[config.mk]
export PLATFORM = sky130hd
export DESIGN_NAME = arp_cache_table
export DESIGN_NICKNAME = d
export VERILOG_FILES = /design/src/sv/arpc_pkg.sv /design/src/sv/arpc_ctrl.sv /design/src/sv/arpc_dp.sv /design/src/sv/arp_cache_table.sv
export SDC_FILE = /design/constraint.sdc
export NUM_CORES = 2
export LEC_CHECK = 0
export ABC_AREA = 0
export BUFFER_PORTS_ARGS = -buffer_cell sky130_fd_sc_hd__buf_2
export CORE_ASPECT_RATIO = 0.75
export CORE_UTILIZATION = 50
export DETAILED_ROUTE_END_ITERATION = 10
export PLACE_DENSITY = 0.68
export SLEW_MARGIN = 40
export SYNTH_ARGS = -nofsm -noshare
export SYNTH_HDL_FRONTEND = slang
export SYNTH_SLANG_ARGS = --single-unit
[constraint.sdc]
create_clock -name clk -period 10.1 [get_ports clk]
set_input_delay 2.02 -clock clk [delete_from_list [all_inputs] [get_ports clk]]
set_output_delay 2.02 -clock clk [all_outputs]
set_load 0.03 [all_outputs]
[src/sv/arpc_pkg.sv]
// ----------------------------------------------------------------------------
// ARP cache package
// Shared widths, codes, controller states and the command and status
// structures that pass between the controller and the datapath.
// ----------------------------------------------------------------------------
`default_nettype none

package arpc_pkg;

	localparam int ENTRIES = 32;
	localparam int IDX_W   = $clog2(ENTRIES);
	localparam int ADDR_W  = 32;
	localparam int MAC_W   = 48;
	localparam int LIFE_W  = 10;
	localparam int CODE_W  = 2;

	localparam logic [ADDR_W-1:0] BCAST_ADDR   = '1;
	localparam logic [MAC_W-1:0]  ALL_ONES_MAC = '1;
	localparam logic [LIFE_W-1:0] LIFETIME_RST = LIFE_W'(1000);

	typedef enum logic [CODE_W-1:0] {
		ACT_LEARN  = 2'd0,
		ACT_LOOKUP = 2'd1,
		ACT_TICK   = 2'd2,
		ACT_NONE   = 2'd3
	} act_t;

	typedef enum logic [CODE_W-1:0] {
		STS_DONE   = 2'd0,
		STS_FOUND  = 2'd1,
		STS_MISS   = 2'd2,
		STS_OFFNET = 2'd3
	} sts_t;

	typedef enum logic [CODE_W-1:0] {
		REG_LOCAL    = 2'd0,
		REG_MASK     = 2'd1,
		REG_GATEWAY  = 2'd2,
		REG_LIFETIME = 2'd3
	} reg_t;

	typedef enum logic [1:0] {
		S_IDLE,
		S_SCAN,
		S_DRAIN,
		S_DONE
	} state_t;

	typedef struct packed {
		logic load;
		logic rd;
		logic commit;
	} cmd_t;

	typedef struct packed {
		logic need_scan;
		logic rd_last;
		logic out_full;
	} dp_sts_t;

endpackage

`default_nettype wire

[src/sv/arpc_ctrl.sv]
// ----------------------------------------------------------------------------
// ARP cache controller
// Sequences one item at a time: accept, table scan and pipeline drain when the
// item needs the table, and commit of the table update and the result.
// ----------------------------------------------------------------------------
`default_nettype none

module arpc_ctrl (
	input  wire logic              clk,
	input  wire logic              arst_n,
	input  wire logic              in_valid,
	output logic                   in_ready,
	output arpc_pkg::cmd_t         cmd,
	input  wire arpc_pkg::dp_sts_t sts
);
	import arpc_pkg::*;

	state_t state_q;
	state_t state_d;

	always_ff @(posedge clk or negedge arst_n) begin
		if (!arst_n) begin
			state_q <= S_IDLE;
		end else begin
			state_q <= state_d;
		end
	end

	always_comb begin
		state_d = state_q;
		case (state_q)
			S_IDLE: begin
				if (in_valid) begin
					state_d = sts.need_scan ? S_SCAN : S_DONE;
				end
			end
			S_SCAN: begin
				if (sts.rd_last) begin
					state_d = S_DRAIN;
				end
			end
			S_DRAIN: begin
				state_d = S_DONE;
			end
			S_DONE: begin
				if (!sts.out_full) begin
					state_d = S_IDLE;
				end
			end
			default: begin
				state_d = S_IDLE;
			end
		endcase
	end

	always_comb begin
		in_ready   = 1'b0;
		cmd.load   = 1'b0;
		cmd.rd     = 1'b0;
		cmd.commit = 1'b0;
		case (state_q)
			S_IDLE: begin
				in_ready = 1'b1;
				cmd.load = in_valid;
			end
			S_SCAN: begin
				cmd.rd = 1'b1;
			end
			S_DRAIN: begin
			end
			S_DONE: begin
				cmd.commit = !sts.out_full;
			end
			default: begin
			end
		endcase
	end

endmodule

`default_nettype wire

[src/sv/arpc_dp.sv]
// ----------------------------------------------------------------------------
// ARP cache datapath
// Holds the address and MAC memories, the life counts, the scan
// accumulators and the output register.
// ----------------------------------------------------------------------------
`default_nettype none

module arpc_dp (
	input  wire logic                         clk,
	input  wire logic                         arst_n,
	input  wire arpc_pkg::cmd_t               cmd,
	output arpc_pkg::dp_sts_t                 sts,
	input  wire arpc_pkg::act_t               in_act,
	input  wire logic [arpc_pkg::ADDR_W-1:0]  in_ip,
	input  wire logic [arpc_pkg::MAC_W-1:0]   in_mac,
	input  wire logic [arpc_pkg::ADDR_W-1:0]  local_addr,
	input  wire logic [arpc_pkg::ADDR_W-1:0]  subnet_mask,
	input  wire logic [arpc_pkg::ADDR_W-1:0]  gateway_addr,
	input  wire logic [arpc_pkg::LIFE_W-1:0]  lifetime,
	input  wire logic                         out_ready,
	output logic                              out_valid,
	output arpc_pkg::sts_t                    out_status,
	output logic [arpc_pkg::MAC_W-1:0]        out_mac,
	output logic [arpc_pkg::ADDR_W-1:0]       out_addr
);
	import arpc_pkg::*;

	logic [ADDR_W-1:0] addr_mem [ENTRIES];
	logic [MAC_W-1:0]  mac_mem  [ENTRIES];
	logic [LIFE_W-1:0] life_q   [ENTRIES];

	logic              in_onsub;
	logic [ADDR_W-1:0] in_res;

	act_t              act_q;
	logic [ADDR_W-1:0] key_q;
	logic [MAC_W-1:0]  mac_q;
	logic              onsub_q;

	logic [IDX_W-1:0]  rd_idx_q;
	logic              valid_s1;
	logic [IDX_W-1:0]  idx_s1;
	logic [ADDR_W-1:0] addr_s1;
	logic [MAC_W-1:0]  mac_s1;
	logic [LIFE_W-1:0] life_s1;

	logic              hit_q;
	logic [IDX_W-1:0]  hit_idx_q;
	logic [MAC_W-1:0]  hit_mac_q;
	logic              free_q;
	logic [IDX_W-1:0]  free_idx_q;
	logic              old_q;
	logic [IDX_W-1:0]  old_idx_q;
	logic [LIFE_W-1:0] old_life_q;

	logic              live_s1;
	logic              match_s1;
	logic [IDX_W-1:0]  pick;
	logic              wr_en;
	logic              tick_en;

	sts_t              res_status;
	logic [MAC_W-1:0]  res_mac;
	logic [ADDR_W-1:0] res_addr;

	logic              out_valid_q;
	sts_t              out_status_q;
	logic [MAC_W-1:0]  out_mac_q;
	logic [ADDR_W-1:0] out_addr_q;

	assign in_onsub = (in_ip & subnet_mask) == (local_addr & subnet_mask);
	assign in_res   = in_onsub ? in_ip : gateway_addr;

	assign sts.need_scan = (in_act == ACT_LEARN && in_onsub)
		|| (in_act == ACT_LOOKUP && in_res != BCAST_ADDR);
	assign sts.rd_last   = rd_idx_q == IDX_W'(ENTRIES - 1);
	assign sts.out_full  = out_valid_q && !out_ready;

	always_ff @(posedge clk) begin
		if (cmd.load) begin
			key_q   <= (in_act == ACT_LOOKUP) ? in_res : in_ip;
			mac_q   <= in_mac;
			onsub_q <= in_onsub;
		end
	end

	always_ff @(posedge clk or negedge arst_n) begin
		if (!arst_n) begin
			act_q    <= ACT_NONE;
			rd_idx_q <= '0;
			valid_s1 <= 1'b0;
		end else begin
			if (cmd.load) begin
				act_q <= in_act;
			end
			if (cmd.load) begin
				rd_idx_q <= '0;
			end else if (cmd.rd && !sts.rd_last) begin
				rd_idx_q <= rd_idx_q + IDX_W'(1);
			end
			valid_s1 <= cmd.rd;
		end
	end

	// Memories: one write port for the learn, one registered read for the scan.
	always_ff @(posedge clk) begin
		if (wr_en) begin
			addr_mem[pick] <= key_q;
			mac_mem[pick]  <= mac_q;
		end
		addr_s1 <= addr_mem[rd_idx_q];
		mac_s1  <= mac_mem[rd_idx_q];
		life_s1 <= life_q[rd_idx_q];
		idx_s1  <= rd_idx_q;
	end

	assign live_s1  = life_s1 != '0;
	assign match_s1 = addr_s1 == key_q;

	always_ff @(posedge clk or negedge arst_n) begin
		if (!arst_n) begin
			hit_q  <= 1'b0;
			free_q <= 1'b0;
			old_q  <= 1'b0;
		end else if (cmd.load) begin
			hit_q  <= 1'b0;
			free_q <= 1'b0;
			old_q  <= 1'b0;
		end else if (valid_s1 && !hit_q) begin
			if (live_s1 && match_s1) begin
				hit_q <= 1'b1;
			end
			if (!live_s1) begin
				free_q <= 1'b1;
			end
			if (live_s1 && !match_s1 && (!old_q || life_s1 < old_life_q)) begin
				old_q <= 1'b1;
			end
		end
	end

	always_ff @(posedge clk) begin
		if (valid_s1 && !hit_q) begin
			if (live_s1 && match_s1) begin
				hit_idx_q <= idx_s1;
				hit_mac_q <= mac_s1;
			end
			if (!live_s1) begin
				free_idx_q <= idx_s1;
			end
			if (live_s1 && !match_s1 && (!old_q || life_s1 < old_life_q)) begin
				old_idx_q  <= idx_s1;
				old_life_q <= life_s1;
			end
		end
	end

	// When no slot is free and none matches, every slot is live, so the
	// oldest one is set; a full table at equal life resolves to slot zero.
	always_comb begin
		if (hit_q) begin
			pick = hit_idx_q;
		end else if (free_q) begin
			pick = free_idx_q;
		end else if (old_q) begin
			pick = old_idx_q;
		end else begin
			pick = '0;
		end
	end

	assign wr_en   = cmd.commit && act_q == ACT_LEARN && onsub_q;
	assign tick_en = cmd.commit && act_q == ACT_TICK;

	always_ff @(posedge clk or negedge arst_n) begin
		if (!arst_n) begin
			for (int i = 0; i < ENTRIES; i++) begin
				life_q[i] <= '0;
			end
		end else if (tick_en) begin
			for (int i = 0; i < ENTRIES; i++) begin
				if (life_q[i] != '0) begin
					life_q[i] <= life_q[i] - LIFE_W'(1);
				end
			end
		end else if (wr_en) begin
			life_q[pick] <= lifetime;
		end
	end

	always_comb begin
		res_status = STS_DONE;
		res_mac    = '0;
		res_addr   = '0;
		case (act_q)
			ACT_LEARN: begin
				res_status = onsub_q ? STS_DONE : STS_OFFNET;
			end
			ACT_LOOKUP: begin
				res_addr = key_q;
				if (key_q == BCAST_ADDR) begin
					res_status = STS_FOUND;
					res_mac    = ALL_ONES_MAC;
				end else if (hit_q) begin
					res_status = STS_FOUND;
					res_mac    = hit_mac_q;
				end else begin
					res_status = STS_MISS;
				end
			end
			ACT_TICK: begin
				res_status = STS_DONE;
			end
			default: begin
				res_status = STS_DONE;
			end
		endcase
	end

	always_ff @(posedge clk or negedge arst_n) begin
		if (!arst_n) begin
			out_valid_q <= 1'b0;
		end else if (cmd.commit) begin
			out_valid_q <= 1'b1;
		end else if (out_ready) begin
			out_valid_q <= 1'b0;
		end
	end

	always_ff @(posedge clk) begin
		if (cmd.commit) begin
			out_status_q <= res_status;
			out_mac_q    <= res_mac;
			out_addr_q   <= res_addr;
		end
	end

	assign out_valid  = out_valid_q;
	assign out_status = out_status_q;
	assign out_mac    = out_mac_q;
	assign out_addr   = out_addr_q;

endmodule

`default_nettype wire

[src/sv/arp_cache_table.sv]
// A learn or lookup that needs the table goes from the accepted beat through
// the scan of every slot, the drain state and the commit to the result beat;
// the rest go straight to the commit, which waits while the output stalls. The
// next beat is taken once the result is registered, so items pass one at a time.
// The rate is set by the scan, which reads one table slot per cycle through
// the single read port of the address and MAC memories.
// Reset clears all life counts at once and restores the register defaults.
// ----------------------------------------------------------------------------
// ARP cache table
// Maps IPv4 addresses to MAC addresses with per-entry aging, subnet and
// gateway handling, and a broadcast answer for the all-ones address.
// ----------------------------------------------------------------------------
`default_nettype none

module arp_cache_table (
	input  wire logic                         clk,
	input  wire logic                         arst_n,
	input  wire logic                         cfg_wr_en,
	input  wire logic [arpc_pkg::CODE_W-1:0]  cfg_index,
	input  wire logic [arpc_pkg::ADDR_W-1:0]  cfg_data,
	input  wire logic                         s_tvalid,
	output logic                              s_tready,
	input  wire logic [79:0]                  s_tdata,   // ip_addr[31:0], mac_addr[79:32]
	input  wire logic [1:0]                   s_tuser,   // action[1:0]
	output logic                              m_tvalid,
	input  wire logic                         m_tready,
	output logic [79:0]                       m_tdata,   // mac_out[47:0], resolved_addr[79:48]
	output logic [1:0]                        m_tuser    // status[1:0]
);
	import arpc_pkg::*;

	logic [ADDR_W-1:0] local_addr_q;
	logic [ADDR_W-1:0] subnet_mask_q;
	logic [ADDR_W-1:0] gateway_addr_q;
	logic [LIFE_W-1:0] lifetime_q;

	cmd_t              cmd;
	dp_sts_t           sts;
	sts_t              out_status;
	logic [MAC_W-1:0]  out_mac;
	logic [ADDR_W-1:0] out_addr;

	always_ff @(posedge clk or negedge arst_n) begin
		if (!arst_n) begin
			local_addr_q   <= '0;
			subnet_mask_q  <= '0;
			gateway_addr_q <= '0;
			lifetime_q     <= LIFETIME_RST;
		end else if (cfg_wr_en) begin
			case (reg_t'(cfg_index))
				REG_LOCAL:    local_addr_q   <= cfg_data;
				REG_MASK:     subnet_mask_q  <= cfg_data;
				REG_GATEWAY:  gateway_addr_q <= cfg_data;
				REG_LIFETIME: lifetime_q     <= cfg_data[LIFE_W-1:0];
				default: begin
				end
			endcase
		end
	end

	arpc_ctrl u_ctrl (
		.clk      (clk),
		.arst_n   (arst_n),
		.in_valid (s_tvalid),
		.in_ready (s_tready),
		.cmd      (cmd),
		.sts      (sts)
	);

	arpc_dp u_dp (
		.clk          (clk),
		.arst_n       (arst_n),
		.cmd          (cmd),
		.sts          (sts),
		.in_act       (act_t'(s_tuser)),
		.in_ip        (s_tdata[31:0]),
		.in_mac       (s_tdata[79:32]),
		.local_addr   (local_addr_q),
		.subnet_mask  (subnet_mask_q),
		.gateway_addr (gateway_addr_q),
		.lifetime     (lifetime_q),
		.out_ready    (m_tready),
		.out_valid    (m_tvalid),
		.out_status   (out_status),
		.out_mac      (out_mac),
		.out_addr     (out_addr)
	);

	assign m_tdata = {out_addr, out_mac};
	assign m_tuser = out_status;

	a_one_at_a_time: assert property (@(posedge clk) disable iff (!arst_n)
		(s_tvalid && s_tready) |=> !s_tready)
		else $error("second beat accepted while an item is in progress");

	a_no_ready_in_scan: assert property (@(posedge clk) disable iff (!arst_n)
		cmd.rd |-> !s_tready)
		else $error("input ready during the table scan");

	a_commit_shows: assert property (@(posedge clk) disable iff (!arst_n)
		cmd.commit |=> m_tvalid)
		else $error("committed result not presented");

	a_no_overwrite: assert property (@(posedge clk) disable iff (!arst_n)
		cmd.commit |-> !(m_tvalid && !m_tready))
		else $error("result register overwritten while stalled");

endmodule

`default_nettype wire

; Word-level counts from Yosys, hierarchy flattened
; Memory sizes are Yosys's and may differ from the RTL's. A register that Yosys moved wholly into a read port is not among the register bits.
; Cells that the tools add are included.
; W data, S select, Z words.
[totals]
reg_bits = 691
ramBits = 2560
wordCells = 332
n_memories = 2
[op_classes]
n_addsub = 33
order_cmp = 4
eq_ne = 50
mux = 75
bitwise_logic = 5
reduce_logical = 106
[memory_table]
columns = memory, depth, width, read_ports, rd_clocked_by_memory_dff, wr, line
row1 = u_dp.mac_mem, 32, 48, 1, 1, 1, arpc_dp.sv:29  ; logic [MAC_W-1:0] mac_mem [ENTRIES];
row2 = u_dp.addr_mem, 32, 32, 1, 1, 1, arpc_dp.sv:28  ; logic [ADDR_W-1:0] addr_mem [ENTRIES];
[ops]
columns = operator, n
row1 = $mux W320, 2
row2 = $mux W10, 35
row3 = $reduce_bool A10 Y1, 33
row4 = $bwmux W320, 1
row5 = $sub A10 B1 Y10 const B, 32
row6 = $mux W48, 2
row7 = $reduce_and A2 Y1, 42
row8 = $ne A2 B2 Y1 const B, 35
row9 = $and A32 B32 Y32, 2
row10 = $eq A32 B32 Y1, 2
row11 = $mux W32, 2
row12 = $bmux W10 S5, 1
row13 = $demux W10 S5, 1
row14 = $eq A32 B32 Y1 const B, 1
row15 = $ne A32 B32 Y1 const B, 1
row16 = $mux W5, 5
row17 = $mux W1, 17
row18 = $mux W2, 7
row19 = $ge A6 B6 Y1 const B, 2
row20 = $logic_and A1 B1 Y1, 12
row21 = $not A5 Y6, 2
row22 = $reduce_bool A2 Y1, 6
row23 = $eq A2 B2 Y1 const B, 5
row24 = $lt A10 B10 Y1, 1
row25 = other kinds (12), 24

; Depth between registers and ports, before layout
[depth]
ltp_word = 11
mapped_depth = 12
ltp_nobuf = 8

; Cells and area by module
; Synthesis repeated with hierarchy kept, for this count alone.
[unflattened]
hier_cells = 7187
hier_area_um2 = 135098.3
[modules_own_cells]
columns = module, instances, cells_each, area_each_um2, seq_area_each_um2
row1 = arpc_dp, 1, 6942, 130930.6, 94172.8
row2 = arp_cache_table, 1, 225, 3976.3, 2660.1
row3 = arpc_ctrl, 1, 20, 191.4, 50.0

; Worst setup path after synthesis
; Ideal clock, no wire load.
[synth_path]
path_kind = input to register
start = in m_tready
end = mem u_dp.addr_mem[28][0] (enable)
setup_ns = 0.716
arrival_time_ns = 10.158
required_ns = 9.384
path_slack_ns = -0.774
stages = 4
path_buffers = 1
path_cell_list = nand2b_1 > nand3_1 > clkbuf_1 > nor4_1
[synth_via]
elab_chain_cells = 8
[synth_rtl]
columns = item, line
row1 = from (decl), arp_cache_table.sv:26  ; input wire logic m_tready,
row2 = $logic_not A1 Y1, arpc_dp.sv:77  ; assign sts.out_full = out_valid_q && !out_ready;
row3 = $logic_and A1 B1 Y1, arpc_dp.sv:77
row4 = $logic_not A1 Y1, n/a
row5 = $mux W1, arpc_ctrl.sv:61  ; case (state_q)
row6 = $logic_and A1 B1 Y1 (2 in series), arpc_dp.sv:172  ; assign wr_en = cmd.commit && act_q == ACT_LEARN && onsub_q;
row7 = $mux W1, arpc_dp.sv:107  ; if (wr_en) begin
row8 = $mux W1 (not written as such), arpc_dp.sv:108  ; addr_mem[pick] <= key_q;
row9 = to (decl), arpc_dp.sv:28
; No other way between the ends.

; Final worst setup path
[layout_path]
start = in m_tready
end = mem u_dp.mac_mem[29][45] (enable)
[layout_via]
elab_chain_cells = 8
[layout_rtl]
columns = item, line
row1 = $logic_not A1 Y1, arpc_dp.sv:77
row2 = $logic_and A1 B1 Y1, arpc_dp.sv:77
row3 = $logic_not A1 Y1, n/a
row4 = $mux W1, arpc_ctrl.sv:61
row5 = $logic_and A1 B1 Y1 (2 in series), arpc_dp.sv:172
row6 = $mux W1, arpc_dp.sv:107
row7 = $mux W1 (not written as such), arpc_dp.sv:109  ; mac_mem[pick] <= mac_q;
row8 = to (decl), arpc_dp.sv:29
; No other way between the ends.

==> impl_metrics.json <==
{
  "core_area_um2": 267000,
  "dp_cells": 10800,
  "synth_cell_types": 79,
  "synth_area_leaders": "edfxtp_1 (62%), mux4_2 (15%), dfrtp_1 (8.0%), mux2_2 (2.0%), o21ai_0 (1.5%)",
  "muxShareOfSynthArea_pct": 17.0,
  "max-cap-violations": 0,
  "synth_edf_count": 2796,
  "drt_iter0_drc": 10600,
  "vias_per_cell": 6.55,
  "syn_area_um2": 135000,
  "end_kind": "flop",
  "crit_type": "primary input to flop",
  "drc": 0,
  "cts_tree": "done",
  "max_freq_mhz": 194,
  "cts_setup_buffers": 0,
  "rsz0062_at_grt": "false",
  "io_pins": 205,
  "clkTransAtPathRegs_ns": 0.06,
  "start_util_pct": 50.4,
  "finalSetupViolations": 0,
  "finalPower_mw": 41.8,
  "r2r-end": "u_dp.mac_mem[29][45]",
  "synth-xor-area-share_pct": 0.435,
  "place_ws_ns": 4.01,
  "die-area_um2": 272000,
  "fin_nets": 7775,
  "die-height_um": 452,
  "final_cell_area_um2": 153000,
  "critPathMaxFanout": 43,
  "timing_hold_violations_final": 0,
  "dp_hpwl_um": 216000,
  "gp_congestion": 0.968,
  "drive_gt1_share_pct": 27.9,
  "finalWorstSetupSlack_ns": 4.94,
  "clock_latency_ns": 0.89,
  "synthCells": 7226,
  "antenna_left": 0,
  "grtUsageTotal_pct": 27.0,
  "required_ns": 10.58,
  "htreeDepth": 5,
  "hold_path_class": "flop to flop",
  "fin_skew_ns": 0.0520,
  "clock_sinks": 3331,
  "grt_pass1_wl_um": 528000,
  "synth_top_family_by_area": "multiplexers",
  "synth_async_sr_flop_share_pct": 13.2,
  "rr_worst_depth": 8,
  "std_cell_rows": 164,
  "port_buffers": 204,
  "antenna_found_initial": 26,
  "synth_fa_ha_area_share_pct": 0.436,
  "synth.most_common_cell": "edfxtp_1",
  "start_kind": "primary input",
  "yosysWarnings": 0,
  "layoutNonFillerInstCount": 11500,
  "fp.dieW_um": 601,
  "drv_slew": 0,
  "status": "completed",
  "relSlewSlack_pct": 37.3,
  "ys_seq_elements": 3331,
  "synth_fp_nets": 7394,
  "synth-compound-area-share_pct": 4.95,
  "grt_max_degree": 159,
  "first_global_vias": 72800,
  "yosysTopAreaCell": "edfxtp_1",
  "avgRoutedWirePerCell_um": 32.3,
  "r2r_start": "u_dp.onsub_q",
  "drtPass1Iterations": 7,
  "yosysSeqAreaShare_pct": 71.9,
  "cts_root_buf": "clkbuf_16",
  "critPathArrivalTime_ns": 5.65,
  "tightestPinTransition_ns": 0.938,
  "r2r_slack_ns": 5.43,
  "finalCritPeriodShare_pct": 51.1,
  "post-route-util_pct": 57.1,
  "hp-start": "u_dp.mac_s1[29]",
  "period_needed_ns": 5.16,
  "numCtsBuffers": 324,
  "wl_um": 369000,
  "power_density_nw_per_um2": 274,
  "synth-simple-area-share_pct": 3.76,
  "whs_ns": 0.403,
  "place_area_um2": 142000,
  "ctsHoldBuffers": 0,
  "synth_top_area_share_pct": 62.3,
  "ys_top_cells_by_count": "edfxtp_1 (2,796), mux4_2 (900), dfrtp_1 (432)",
  "holdPathEnd": "u_dp.hit_mac_q[29]",
  "fin_setup_tns_ns": 0,
  "cts_max_path_buffers": 4,
  "overflow": 0,
  "whs_path_depth": 0,
  "n_fill_cell": 19600,
  "cts_resized": 0,
  "peakVddDrop_mv": 0.195,
  "p_leak_nw": 49.6,
  "vias": 75000,
  "syn-mean-instance-area_um2": 18.7,
  "ys.flop_type": "edfxtp_1",
  "area_growth_pct": 13.2
}
==> flip-flops by register name, indices dropped and copies added, names as in the netlist, 2 cells and up <==
signal	flops
u_dp.hit_mac_q	48
u_dp.mac_mem	1536
u_dp.rd_idx_q	5
u_dp.addr_mem	1024
gateway_addr_q	32
u_dp.mac_s1	48
u_dp.out_mac	48
u_dp.life_q	320
u_dp.old_life_q	10
u_dp.idx_s1	5
u_dp.out_status	2
u_dp.mac_q	48
u_dp.act_q	2
u_dp.out_addr	32
u_dp.hit_idx_q	5
subnet_mask_q	32
u_dp.free_idx_q	5
u_dp.key_q	32
u_dp.life_s1	10
u_dp.addr_s1	32
local_addr_q	32
u_ctrl.state_q	2
lifetime_q	10
u_dp.old_idx_q	5
==> layout make-up <==
class | instances | area (µm²) | share of cell area (%)
multi-input cells | 3388 | 36300 | 23.8
inverters | 108 | 430 | 0.282
diodes | 13 | 32.5 | 0.0213
clock buffers | 449 | 9150 | 6.00
well taps | 3569 | 4470 | 2.93
clock inverters | 142 | 1310 | 0.859
flip-flops and latches | 3331 | 96900 | 63.5
repair buffers | 454 | 3990 | 2.62
==> kinds of logic after synthesis <==
group,after synthesis
AO/OA/AOI/OAI,1117
XOR/XNOR,67
adder cells (fa/ha/maj),47
buffers and inverters,507
flip-flops,3331
multiplexers,1139
AND/OR/NAND/NOR,1018
==> placed cells by master, fill, tap and decap left out, drive strengths merged, types with 95 or more instances in the layout <==
cell / count
inv: 116
mux2: 235
nor3: 136
dfrtp: 432
a21oi: 337
nor2: 359
nand2: 164
edfxtp: 2796
o21ai: 420
dfxtp: 95
clkinv: 106
mux4: 900
buf: 453
clkbuf: 450
==> power breakdown <==
part / switching [mW] / leakage (nW) / internal, mW
registers: 1.06 / 31.8 / 16.3
logic: 7.19 / 12.7 / 5.21
clock network: 5.17 / 5.15 / 6.90
==> metal layers <==
| layer | GRT usage (%) | part of all wire (%) |
|---|---|---|
| met2 | 40.9 | 46 |
| met1 | 38.9 | 40 |
| met5 | 0 | 0.039 |
| met4 | 10.1 | 4.1 |
| met3 | 5.82 | 10 |
==> how the worst max path moves through the flow <==
stage              from               endpoint  slack (ns)  cells past startpoint
3_5_place_dp   m_tready   u_dp.addr_mem[1][19]        4.01                      8
5_1_grt        m_tready   u_dp.mac_mem[29][45]        4.89                      9
2_1_floorplan  m_tready   u_dp.addr_mem[28][0]        2.61                      4
4_1_cts        m_tready   u_dp.addr_mem[1][19]        4.95                      8
6_report       m_tready   u_dp.mac_mem[29][45]        4.94                      9
3_3_place_gp   m_tready  u_dp.addr_mem[20][31]        3.92                      7
==> worst max-delay path, cell delays in order <==
cell and delay, ns:
buf_2 0.07, nand2b_1 0.47, and3_1 0.58, nand3_1 0.54
buf_4 0.39, nor2_4 0.09, buf_4 0.41, buf_12 0.26
buf_4 0.69
No activity file was read; power rests on OpenSTA's default activity.
